[src/rtl/fss_pkg.sv]
`timescale 1ns / 1ps
// ----------------------------------------------------------------------------
// fss_pkg
// Shared types and constants of the slave serial configuration sequencer.
// ----------------------------------------------------------------------------
package fss_pkg;

   localparam int INIT_LIMIT_W = 24;
   localparam int DONE_LIMIT_W = 8;
   localparam int CSR_DATA_W   = 24;

   localparam logic [INIT_LIMIT_W-1:0] INIT_LIMIT_RESET = 24'hFFFFFF;
   localparam logic [DONE_LIMIT_W-1:0] DONE_LIMIT_RESET = 8'd255;

   // register indexes on the csr port
   localparam logic CSR_INIT_POLL_LIMIT  = 1'b0;
   localparam logic CSR_DONE_PULSE_LIMIT = 1'b1;

   // step numbers inside a job
   localparam logic [3:0] BYTE_LAST_STEP = 4'd15;
   localparam logic [3:0] PULSE_FIN_STEP = 4'd2;

   typedef enum logic [1:0] {
      OP_START = 2'd0,
      OP_DATA  = 2'd1,
      OP_POLL  = 2'd2,
      OP_END   = 2'd3
   } opcode_type;

   typedef enum logic [2:0] {
      ST_BUSY         = 3'd0,
      ST_READY        = 3'd1,
      ST_CONFIGURED   = 3'd2,
      ST_STUCK_HIGH   = 3'd3,
      ST_STUCK_LOW    = 3'd4,
      ST_DONE_TIMEOUT = 3'd5,
      ST_REJECTED     = 3'd6
   } status_type;

   // SINGLE: one result; BYTE: sixteen shift results; PULSE: one clock pulse,
   // optionally followed by the finishing result
   typedef enum logic [1:0] {
      JOB_SINGLE = 2'd0,
      JOB_BYTE   = 2'd1,
      JOB_PULSE  = 2'd2
   } job_kind_type;

   typedef struct packed {
      job_kind_type kind;
      logic         prog;
      logic         clk;
      logic         data;
      logic [7:0]   byte_val;
      logic         fin;
      status_type   status;
   } job_type;

endpackage

[src/rtl/fss_front.sv]
`timescale 1ns / 1ps
// ----------------------------------------------------------------------------
// fss_front
// Accepts items, runs the sequencer state and issues one job per item.
// ----------------------------------------------------------------------------
module fss_front (
   input  logic                                 clock,
   input  logic                                 reset,
   input  logic                                 req_valid,
   output logic                                 req_ready,
   input  fss_pkg::opcode_type                  req_opcode,
   input  logic [7:0]                           req_data_byte,
   input  logic                                 req_init_pin,
   input  logic                                 req_done_pin,
   input  logic                                 csr_we,
   input  logic                                 csr_index,
   input  logic [fss_pkg::CSR_DATA_W-1:0]       csr_wdata,
   input  logic                                 q_full,
   output logic                                 q_push,
   output fss_pkg::job_type                     q_job
);
   import fss_pkg::*;

   typedef enum logic [2:0] {
      PH_IDLE,
      PH_WAIT_LOW,
      PH_WAIT_HIGH,
      PH_READY,
      PH_DONE_WAIT,
      PH_CONFIGURED
   } phase_type;

   phase_type                phase_ff, phase_in;
   logic [INIT_LIMIT_W-1:0]  wait_count_ff, wait_count_in;
   logic                     prog_ff, prog_in;
   logic                     clk_ff, clk_in;
   logic                     data_ff, data_in;
   logic [INIT_LIMIT_W-1:0]  init_limit_ff;
   logic [DONE_LIMIT_W-1:0]  done_limit_ff;

   logic                     accept;
   logic                     first_wait;
   logic                     pin_old;
   logic                     iw_lt;
   logic [INIT_LIMIT_W-1:0]  iw_inc;
   logic                     iw_hit;
   logic [INIT_LIMIT_W-1:0]  dw_base;
   logic [INIT_LIMIT_W-1:0]  dw_limit;
   logic [INIT_LIMIT_W-1:0]  dw_inc;
   logic                     dw_lt;
   logic                     dw_lt_inc;
   logic                     dw_pulse;
   logic                     dw_finish;
   logic                     dw_timeout;
   job_type                  job;

   // hold off items while in reset
   assign req_ready = !q_full && !reset;
   assign accept    = req_valid && req_ready;
   assign q_push    = accept;
   assign q_job     = job;

   // init wait: pin_old means the pin still shows the level being left
   assign first_wait = (phase_ff == PH_WAIT_LOW);
   assign pin_old    = first_wait ? req_init_pin : !req_init_pin;
   assign iw_lt      = wait_count_ff < init_limit_ff;
   assign iw_inc     = wait_count_ff + INIT_LIMIT_W'(1);
   assign iw_hit     = !(iw_inc < init_limit_ff);

   // done wait starts from zero when entered from ready
   assign dw_base    = (phase_ff == PH_READY) ? '0 : wait_count_ff;
   assign dw_limit   = INIT_LIMIT_W'(done_limit_ff);
   assign dw_inc     = dw_base + INIT_LIMIT_W'(1);
   assign dw_lt      = dw_base < dw_limit;
   assign dw_lt_inc  = dw_inc < dw_limit;
   assign dw_pulse   = !req_done_pin && dw_lt;
   assign dw_finish  = !dw_pulse || !dw_lt_inc;
   assign dw_timeout = dw_pulse ? !dw_lt_inc : !dw_lt;

   always_comb begin
      phase_in      = phase_ff;
      wait_count_in = wait_count_ff;
      prog_in       = prog_ff;
      clk_in        = clk_ff;
      data_in       = data_ff;
      job.kind      = JOB_SINGLE;
      job.byte_val  = req_data_byte;
      job.fin       = 1'b0;
      job.status    = ST_REJECTED;

      priority if (req_opcode == OP_START) begin
         prog_in       = 1'b0;
         clk_in        = 1'b0;
         wait_count_in = '0;
         phase_in      = PH_WAIT_LOW;
         job.status    = ST_BUSY;
      end else if (req_opcode == OP_DATA) begin
         if (phase_ff == PH_READY) begin
            job.kind   = JOB_BYTE;
            job.status = ST_READY;
            clk_in     = 1'b1;
            data_in    = req_data_byte[0];
         end
      end else if ((phase_ff == PH_WAIT_LOW || phase_ff == PH_WAIT_HIGH)
                   && req_opcode == OP_POLL) begin
         priority if (pin_old && iw_lt && !iw_hit) begin
            wait_count_in = iw_inc;
            job.status    = ST_BUSY;
         end else if (!pin_old && iw_lt) begin
            wait_count_in = '0;
            if (first_wait) begin
               prog_in    = 1'b1;
               phase_in   = PH_WAIT_HIGH;
               job.status = ST_BUSY;
            end else begin
               phase_in   = PH_READY;
               job.status = ST_READY;
            end
         end else begin
            // timeout: count steps up to the limit or stays where it is
            if (pin_old && iw_lt) begin
               wait_count_in = iw_inc;
            end
            phase_in = PH_IDLE;
            if (first_wait) begin
               prog_in    = 1'b1;
               job.status = ST_STUCK_HIGH;
            end else begin
               job.status = ST_STUCK_LOW;
            end
         end
      end else if (phase_ff == PH_DONE_WAIT
                   || (phase_ff == PH_READY && req_opcode == OP_END)) begin
         wait_count_in = dw_pulse ? dw_inc : dw_base;
         job.fin       = dw_finish;
         job.status    = dw_timeout ? ST_DONE_TIMEOUT : ST_CONFIGURED;
         if (dw_pulse) begin
            job.kind = JOB_PULSE;
         end
         if (dw_finish) begin
            clk_in   = 1'b0;
            data_in  = 1'b0;
            phase_in = dw_timeout ? PH_IDLE : PH_CONFIGURED;
         end else begin
            clk_in   = 1'b1;
            phase_in = PH_DONE_WAIT;
         end
      end else if (phase_ff == PH_READY) begin
         job.status = ST_READY;
      end else if (phase_ff == PH_CONFIGURED && req_opcode == OP_POLL) begin
         job.status = ST_CONFIGURED;
      end else begin
         job.status = ST_REJECTED;
      end

      // single results and finished pulses carry the levels after the step;
      // byte and pulse jobs start from the current levels
      if (job.kind == JOB_SINGLE) begin
         job.prog = prog_in;
         job.clk  = clk_in;
         job.data = data_in;
      end else begin
         job.prog = prog_ff;
         job.clk  = clk_ff;
         job.data = data_ff;
      end
   end

   always_ff @(posedge clock) begin
      if (reset) begin
         phase_ff      <= PH_IDLE;
         wait_count_ff <= '0;
         prog_ff       <= 1'b1;
         clk_ff        <= 1'b0;
         data_ff       <= 1'b0;
         init_limit_ff <= INIT_LIMIT_RESET;
         done_limit_ff <= DONE_LIMIT_RESET;
      end else begin
         if (accept) begin
            phase_ff      <= phase_in;
            wait_count_ff <= wait_count_in;
            prog_ff       <= prog_in;
            clk_ff        <= clk_in;
            data_ff       <= data_in;
         end
         if (csr_we) begin
            unique case (csr_index)
               CSR_INIT_POLL_LIMIT:  init_limit_ff <= csr_wdata[INIT_LIMIT_W-1:0];
               CSR_DONE_PULSE_LIMIT: done_limit_ff <= csr_wdata[DONE_LIMIT_W-1:0];
               default: ;
            endcase
         end
      end
   end

endmodule

[src/rtl/fss_queue.sv]
`timescale 1ns / 1ps
// ----------------------------------------------------------------------------
// fss_queue
// Two-entry job queue between the front and the back.
// ----------------------------------------------------------------------------
module fss_queue (
   input  logic              clock,
   input  logic              reset,
   input  logic              push,
   input  fss_pkg::job_type  push_job,
   input  logic              pop,
   output logic              full,
   output logic              head_valid,
   output fss_pkg::job_type  head_job
);
   import fss_pkg::*;

   job_type     entry_ff [2];
   logic        wr_ptr_ff;
   logic        rd_ptr_ff;
   logic [1:0]  count_ff, count_in;

   assign full       = (count_ff == 2'd2);
   assign head_valid = (count_ff != 2'd0);
   assign head_job   = entry_ff[rd_ptr_ff];

   always_comb begin
      count_in = count_ff;
      if (push && !pop) begin
         count_in = count_ff + 2'd1;
      end else if (pop && !push) begin
         count_in = count_ff - 2'd1;
      end
   end

   always_ff @(posedge clock) begin
      if (push) begin
         entry_ff[wr_ptr_ff] <= push_job;
      end
   end

   always_ff @(posedge clock) begin
      if (reset) begin
         wr_ptr_ff <= 1'b0;
         rd_ptr_ff <= 1'b0;
         count_ff  <= 2'd0;
      end else begin
         if (push) begin
            wr_ptr_ff <= !wr_ptr_ff;
         end
         if (pop) begin
            rd_ptr_ff <= !rd_ptr_ff;
         end
         count_ff <= count_in;
      end
   end

   a_no_overflow: assert property (@(posedge clock) disable iff (reset)
      push |-> !full)
      else $error("job pushed into a full queue");

   a_no_underflow: assert property (@(posedge clock) disable iff (reset)
      pop |-> head_valid)
      else $error("job popped from an empty queue");

   a_count_range: assert property (@(posedge clock) disable iff (reset)
      count_ff != 2'd3)
      else $error("queue count out of range");

   a_ptr_count: assert property (@(posedge clock) disable iff (reset)
      (count_ff == 2'd1) |-> (wr_ptr_ff != rd_ptr_ff))
      else $error("queue pointers disagree with count");

endmodule

[src/rtl/fss_back.sv]
`timescale 1ns / 1ps
// ----------------------------------------------------------------------------
// fss_back
// Expands queued jobs into pin-level result items, one per cycle while rsp_ready is high.
// ----------------------------------------------------------------------------
module fss_back (
   input  logic              clock,
   input  logic              reset,
   input  logic              head_valid,
   input  fss_pkg::job_type  head_job,
   output logic              pop,
   output logic              rsp_valid,
   input  logic              rsp_ready,
   output logic              rsp_prog,
   output logic              rsp_clk,
   output logic              rsp_data,
   output fss_pkg::status_type rsp_status,
   output logic              rsp_last
);
   import fss_pkg::*;

   logic        rsp_valid_ff;
   logic        prog_ff, clk_ff, data_ff, last_ff;
   status_type  status_ff;
   logic [3:0]  step_ff;

   logic        advance;
   logic        step_last;
   logic        r_prog, r_clk, r_data;
   status_type  r_status;

   assign advance    = !rsp_valid_ff || rsp_ready;
   assign pop        = advance && head_valid && step_last;
   assign rsp_valid  = rsp_valid_ff;
   assign rsp_prog   = prog_ff;
   assign rsp_clk    = clk_ff;
   assign rsp_data   = data_ff;
   assign rsp_status = status_ff;
   assign rsp_last   = last_ff;

   always_comb begin
      step_last = 1'b1;
      r_prog    = head_job.prog;
      r_clk     = head_job.clk;
      r_data    = head_job.data;
      r_status  = head_job.status;
      unique case (head_job.kind)
         JOB_SINGLE: ;
         JOB_BYTE: begin
            // MSB first, clock low then high for each bit
            r_clk     = step_ff[0];
            r_data    = head_job.byte_val[3'd7 - step_ff[3:1]];
            r_status  = ST_READY;
            step_last = (step_ff == BYTE_LAST_STEP);
         end
         JOB_PULSE: begin
            if (step_ff == PULSE_FIN_STEP) begin
               r_clk  = 1'b0;
               r_data = 1'b0;
            end else begin
               r_clk     = step_ff[0];
               r_status  = ST_BUSY;
               step_last = step_ff[0] && !head_job.fin;
            end
         end
         default: ;
      endcase
   end

   always_ff @(posedge clock) begin
      if (reset) begin
         rsp_valid_ff <= 1'b0;
         step_ff      <= 4'd0;
      end else if (advance) begin
         rsp_valid_ff <= head_valid;
         if (head_valid) begin
            step_ff <= step_last ? 4'd0 : step_ff + 4'd1;
         end
      end
   end

   always_ff @(posedge clock) begin
      if (advance && head_valid) begin
         prog_ff   <= r_prog;
         clk_ff    <= r_clk;
         data_ff   <= r_data;
         status_ff <= r_status;
         last_ff   <= step_last;
      end
   end

   a_single_step: assert property (@(posedge clock) disable iff (reset)
      (head_valid && head_job.kind == JOB_SINGLE) |-> step_ff == 4'd0)
      else $error("single job past its first step");

   a_pulse_step: assert property (@(posedge clock) disable iff (reset)
      (head_valid && head_job.kind == JOB_PULSE) |-> step_ff <= PULSE_FIN_STEP)
      else $error("pulse job step out of range");

   a_idle_step: assert property (@(posedge clock) disable iff (reset)
      !head_valid |-> step_ff == 4'd0)
      else $error("step counter busy without a job");

endmodule

[src/rtl/fpga_slave_serial_config_top.sv]
`timescale 1ns / 1ps
// The first result of an item is registered: the job is first written into the queue and then,
// when the back end is free, loaded into the output register.
// A start, poll or rejected item yields one result, a done-wait step one to three,
// a data byte sixteen: the back end emits one result per cycle while rsp_tready is high.
// A two-entry job queue lets the front accept one item per cycle, until the queue is full, while the back still shifts.
// Synchronous reset: program high, clock and data low, idle, limits at maximum, ready low.
// ----------------------------------------------------------------------------
// fpga_slave_serial_config_top
// Slave serial configuration sequencer: front, job queue and shift back end.
// ----------------------------------------------------------------------------
module fpga_slave_serial_config_top (
   input  logic                               clock,
   input  logic                               reset,
   input  logic                               req_tvalid,
   output logic                               req_tready,
   input  logic [15:0]                        req_tdata,  // data_byte[7:0], init_pin, done_pin
   input  logic [1:0]                         req_tuser,  // opcode
   output logic                               rsp_tvalid,
   input  logic                               rsp_tready,
   output logic [7:0]                         rsp_tdata,  // prog, clock, data, status[2:0]
   output logic                               rsp_tlast,
   input  logic                               csr_we,
   input  logic                               csr_index,
   input  logic [fss_pkg::CSR_DATA_W-1:0]     csr_wdata
);
   import fss_pkg::*;

   logic        q_full;
   logic        q_push;
   job_type     q_job;
   logic        q_pop;
   logic        head_valid;
   job_type     head_job;
   logic        out_prog, out_clk, out_data;
   status_type  out_status;

   fss_front u_front (
      .clock         (clock),
      .reset         (reset),
      .req_valid     (req_tvalid),
      .req_ready     (req_tready),
      .req_opcode    (opcode_type'(req_tuser)),
      .req_data_byte (req_tdata[7:0]),
      .req_init_pin  (req_tdata[8]),
      .req_done_pin  (req_tdata[9]),
      .csr_we        (csr_we),
      .csr_index     (csr_index),
      .csr_wdata     (csr_wdata),
      .q_full        (q_full),
      .q_push        (q_push),
      .q_job         (q_job)
   );

   fss_queue u_queue (
      .clock      (clock),
      .reset      (reset),
      .push       (q_push),
      .push_job   (q_job),
      .pop        (q_pop),
      .full       (q_full),
      .head_valid (head_valid),
      .head_job   (head_job)
   );

   fss_back u_back (
      .clock      (clock),
      .reset      (reset),
      .head_valid (head_valid),
      .head_job   (head_job),
      .pop        (q_pop),
      .rsp_valid  (rsp_tvalid),
      .rsp_ready  (rsp_tready),
      .rsp_prog   (out_prog),
      .rsp_clk    (out_clk),
      .rsp_data   (out_data),
      .rsp_status (out_status),
      .rsp_last   (rsp_tlast)
   );

   assign rsp_tdata = {2'b00, out_status, out_data, out_clk, out_prog};

endmodule

[config.mk]
export PLATFORM = sky130hd
export DESIGN_NAME = fpga_slave_serial_config_top
export DESIGN_NICKNAME = d
export VERILOG_FILES = /design/src/rtl/fss_pkg.sv /design/src/rtl/fss_front.sv /design/src/rtl/fss_queue.sv /design/src/rtl/fss_back.sv /design/src/rtl/fpga_slave_serial_config_top.sv
export SDC_FILE = /design/constraint.sdc
export NUM_CORES = 1
export LEC_CHECK = 0
export ABC_AREA = 0
export BUFFER_PORTS_ARGS = -buffer_cell sky130_fd_sc_hd__buf_2
export CAP_MARGIN = 25
export CORE_ASPECT_RATIO = 0.75
export CORE_UTILIZATION = 40
export DETAILED_ROUTE_END_ITERATION = 16
export SLEW_MARGIN = 20
export SYNTH_ARGS = -nofsm -noshare
export SYNTH_HDL_FRONTEND = slang
export SYNTH_SLANG_ARGS = --single-unit
[constraint.sdc]
create_clock -name clock -period 3.8 [get_ports clock]
set_input_delay 0.19 -clock clock [delete_from_list [all_inputs] [get_ports clock]]
set_output_delay 0.19 -clock clock [all_outputs]
set_load 0.02 [all_outputs]
==> summary.json <==
{
  "clock_network": {
    "clk_latency_ns": 0.42,
    "cts.clk_slew.worst_paths_ns": 0.05,
    "cts_max_path_buffers": 2,
    "cts-buffers-inserted": 17,
    "cts_num_sinks": 113,
    "clockRootBuffer": "sky130_fd_sc_hd__clkbuf_16",
    "tritoncts": "done",
    "cts_max_level": 4
  },
  "detailed_routing": {
    "detailedRoute.firstPassIterationCount": 5,
    "route.detailed.wl_per_inst_um": 16.5,
    "vias_per_cell": 5.38,
    "remaining_drc_errors": 0,
    "drt_first_iter_violations": 478,
    "totalWireLength_um": 18600,
    "remaining_antenna_violation_count": 0,
    "via_count": 6075
  },
  "power_and_ir_drop": {
    "power_density_mw_per_mm2": 438,
    "p_leak_nw": 3.98,
    "vdd_ir_drop_max_uv": 269
  },
  "floorplanning": {
    "die_outline_area_mm2": 0.0182,
    "die_width_um": 155,
    "std_cell_rows": 41,
    "start_util_pct": 41.4,
    "chipHeight_um": 117,
    "core-area_mm2": 0.0170,
    "boundaryPins": 59
  },
  "layout": {
    "area_growth_pct": 24.0,
    "area_taken_by_flip_flops_and_latches_mm2": 0.00268,
    "multi_input_area_mm2": 0.00408,
    "final_layout_size_suffix_gt1_share_pct": 18.8,
    "antenna_cells": 0,
    "post_layout_nonfiller_instances": 1129,
    "final_net_count": 998,
    "finalInstanceArea_mm2": 0.00874,
    "fill_cells": 1615
  },
  "place": {
    "port_buffers": 50,
    "post_place_cell_area_mm2": 0.00775,
    "dp_hpwl_um": 13500,
    "place_inst": 1067,
    "routabilityCongestion": 0.869
  },
  "sta": {
    "drv_slew": 0,
    "clock.fmax_mhz": 275,
    "worst_pin_slew_ns": 0.819,
    "slew_headroom_pct": 45.4,
    "layout_min_cycle_time_ns": 3.64,
    "final_hold_vio_count": 0,
    "final.setup_skew_ns": 0.00713,
    "finalCritPeriodShare_pct": 95.8,
    "grt_setup_unrepaired": "yes",
    "timing.final.setup_violations": 0
  },
  "logic_synthesis": {
    "yosys_most_used_dff": "sky130_fd_sc_hd__dfxtp_1",
    "synth-seq-area-share_pct": 37.9,
    "post_synth_num_cell_types": 75,
    "asyncSetResetFlopFracSynth_pct": 0,
    "ys_ff_latch": 113,
    "mappedNetlistArea_mm2": 0.00705,
    "synth_enable_flop_cells": 41,
    "postSynthAreaPerCell_um2": 9.08,
    "syn_inst": 777,
    "synth-warning-count": 0
  },
  "outcome": {
    "status": "complete, no violations"
  },
  "critical_path": {
    "setup.worst_path.class": "flip-flop to flip-flop",
    "timing.critical_path.fanout_max": 6,
    "worstPathCellList": "buf_4, nand4_1, buf_4, nor3_2, and4_1, nand3_1, xnor2_1, ha_1, nand2_1, o21ai_0, a22oi_2, o211ai_1, nor4_1, buf_4, or3_1, and3_1",
    "crit_path_max_incr_delay_ns": 0.37,
    "cp_slowest_cell": "sky130_fd_sc_hd__or3_1",
    "critical_path_buf_inv_count": 3,
    "timing.critical_path.max_delay_family": "simple AND/OR/NAND/NOR gates",
    "start_kind": "flip-flop",
    "cp_common_cell": "sky130_fd_sc_hd__buf_4",
    "worst_ep_arrival_ns": 3.95,
    "required_arrival_time_at_the_worst_endpoint_ns": 4.11,
    "reg2reg_setup_slack_ns": 0.16,
    "worst_setup_path_end_kind": "flip-flop"
  },
  "global_route": {
    "globalRouteOverflowTotal": 0,
    "global_route.usage.total_pct": 21.4,
    "vias_in_the_first_global_route": 5546,
    "grt_max_degree": 48,
    "grt_antenna_before_repair": 0,
    "grt_pass1_wl_um": 29500
  },
  "hold_path": {
    "hold_class": "input port to flip-flop"
  },
  "run": {
    "count_of_max_cap_constraint_violations": 0
  }
}
-- cell usage in the layout (no fill, tap or decap), types with 11 or more instances in the layout --
master | Yosys | layout
sky130_fd_sc_hd__nand4_1 | 20 | 20
sky130_fd_sc_hd__dlygate4sd3_1 | 0 | 24
sky130_fd_sc_hd__nand3_1 | 34 | 34
sky130_fd_sc_hd__inv_1 | 48 | 48
sky130_fd_sc_hd__nor3_1 | 12 | 11
sky130_fd_sc_hd__xnor2_1 | 16 | 16
sky130_fd_sc_hd__a21oi_1 | 33 | 33
sky130_fd_sc_hd__buf_4 | 8 | 51
sky130_fd_sc_hd__o211ai_1 | 28 | 28
sky130_fd_sc_hd__o21ai_0 | 32 | 32
sky130_fd_sc_hd__edfxtp_1 | 41 | 41
sky130_fd_sc_hd__nand2_1 | 87 | 86
sky130_fd_sc_hd__buf_2 | 6 | 50
sky130_fd_sc_hd__clkbuf_16 | 0 | 17
sky130_fd_sc_hd__xor2_1 | 17 | 16
sky130_fd_sc_hd__ha_1 | 70 | 69
sky130_fd_sc_hd__a22o_1 | 12 | 12
sky130_fd_sc_hd__nor2_1 | 64 | 63
sky130_fd_sc_hd__dfxtp_1 | 72 | 69
-- where the power goes --
part	internal [mW]	switching (mW)	leakage (nW)
Clock	1.10	0.565	0.299
Sequential	1.41	0.0722	0.973
Combinational	0.281	0.403	2.71
-- final cells by class --
cell class	instances	area share [%]
Clock buffer	20	5.11
Sequential cell	113	30.6
Tap cell	236	3.38
Timing Repair Buffer	126	10.2
Clock inverter	12	1.87
Multi-Input combinational cell	572	46.7
Inverter	50	2.15
-- worst reg2reg max path, delay by kind of cell, from the launching register on --
kind                     cells  cell delay, ns
flip-flops                   1            0.36
AND/OR/NAND/NOR              8            1.60
adder cells (fa/ha/maj)      1            0.30
buffers and inverters        3            0.54
AO/OA/AOI/OAI                3            0.58
XOR/XNOR                     1            0.16
-- kinds of logic after synthesis --
| kind of cell | after synthesis | share of synthesized area (%) |
|---|---|---|
| multiplexers | 15 | 3.05 |
| flip-flops | 113 | 37.9 |
| XOR/XNOR | 33 | 4.10 |
| AND/OR/NAND/NOR | 280 | 19.4 |
| other | 1 | 0.0532 |
| buffers and inverters | 93 | 5.62 |
| adder cells (fa/ha/maj) | 70 | 12.4 |
| AO/OA/AOI/OAI | 172 | 17.5 |
-- through the flow --
step	setup TNS [ns]	hold WS, ns	power, mW	util [%]	worst slack [ns]
6_report	0	0.0127	3.83	51.3	0.161
5_1_grt	-0.0589	0.0120	4.01	51.3	-0.0589
4_1_cts	0	0.000851	3.86	50.5	0.103
3_5_place_dp	-0.0248	0.383	2.17	45.5	-0.0248
3_3_place_gp	0	0.381	2.15	45.5	0.0979
2_1_floorplan	0	0.289	1.98	-	0.0559
-- flip-flops by register name (all words and copies together), names as in the netlist, named ones only --
register / flops
u_back.rsp_valid: 1
u_back.step_ff: 4
u_queue.wr_ptr_ff: 1
u_front.clk_ff: 1
u_back.rsp_status: 3
u_back.rsp_prog: 1
u_queue.entry_ff: 34
u_back.rsp_clk: 1
u_front.wait_count_ff: 24
u_queue.rd_ptr_ff: 1
u_front.init_limit_ff: 24
u_front.phase_ff: 3
u_queue.count_ff: 2
u_back.rsp_last: 1
u_front.prog_ff: 1
u_back.rsp_data: 1
u_front.data_ff: 1
u_front.done_limit_ff: 8
-- per-layer routing --
layer	vias up	wire (µm)	global-route usage, %
li1	3046	-	-
met1	2829	9840	32.3
met2	184	7290	29.9
met3	16	1240	5.27
met4	0	213	5.82
met5	-	0	0
-- path summary, 6_finish.rpt --
kind	startpoint	end	depth (start not counted)
worst min-delay path	csr_wdata[12]	u_front.init_limit_ff[12]$_SDFFE_PP1P_	3
worst max register to register	u_front.wait_count_ff[1]$_SDFFE_PP0P_	u_front.phase_ff[0]$_SDFFE_PP0P_	16
worst max-delay path	u_front.wait_count_ff[1]$_SDFFE_PP0P_	u_front.phase_ff[0]$_SDFFE_PP0P_	16
worst min register to register	u_front.data_ff$_SDFFE_PP0P_	u_front.data_ff$_SDFFE_PP0P_	1
-- cells in the mapped netlist (6+ instances only) --
library cell | instances | area [µm²]
sky130_fd_sc_hd__a21oi_1 | 33 | 165
sky130_fd_sc_hd__a22o_1 | 12 | 105
sky130_fd_sc_hd__a32o_1 | 7 | 70.1
sky130_fd_sc_hd__and2_1 | 10 | 62.6
sky130_fd_sc_hd__buf_2 | 6 | 30.0
sky130_fd_sc_hd__buf_4 | 8 | 60.1
sky130_fd_sc_hd__clkbuf_1 | 23 | 86.3
sky130_fd_sc_hd__dfxtp_1 | 72 | 1440
sky130_fd_sc_hd__edfxtp_1 | 41 | 1230
sky130_fd_sc_hd__ha_1 | 70 | 876
sky130_fd_sc_hd__inv_1 | 48 | 180
sky130_fd_sc_hd__mux2i_1 | 8 | 80.1
sky130_fd_sc_hd__nand2_1 | 87 | 327
sky130_fd_sc_hd__nand2b_1 | 6 | 37.5
sky130_fd_sc_hd__nand3_1 | 34 | 170
sky130_fd_sc_hd__nand4_1 | 20 | 125
sky130_fd_sc_hd__nor2_1 | 64 | 240
sky130_fd_sc_hd__nor2b_1 | 6 | 37.5
sky130_fd_sc_hd__nor3_1 | 12 | 60.1
sky130_fd_sc_hd__nor4_1 | 9 | 56.3
sky130_fd_sc_hd__o211ai_1 | 28 | 210
sky130_fd_sc_hd__o21a_1 | 6 | 45.0
sky130_fd_sc_hd__o21ai_0 | 32 | 160
sky130_fd_sc_hd__xnor2_1 | 16 | 140
sky130_fd_sc_hd__xor2_1 | 17 | 149
-- repair_timing --
item | in CTS | in global routing
pin swaps | 1 | 13
hold endpoints to repair | 32 | 0
hold buffers | 24 | 0
resized for setup | 1 | 17
setup endpoints to repair | 1 | 11
setup buffers | 0 | 5
cloned | 0 | 0
No activity file was read; power rests on OpenSTA's default activity.
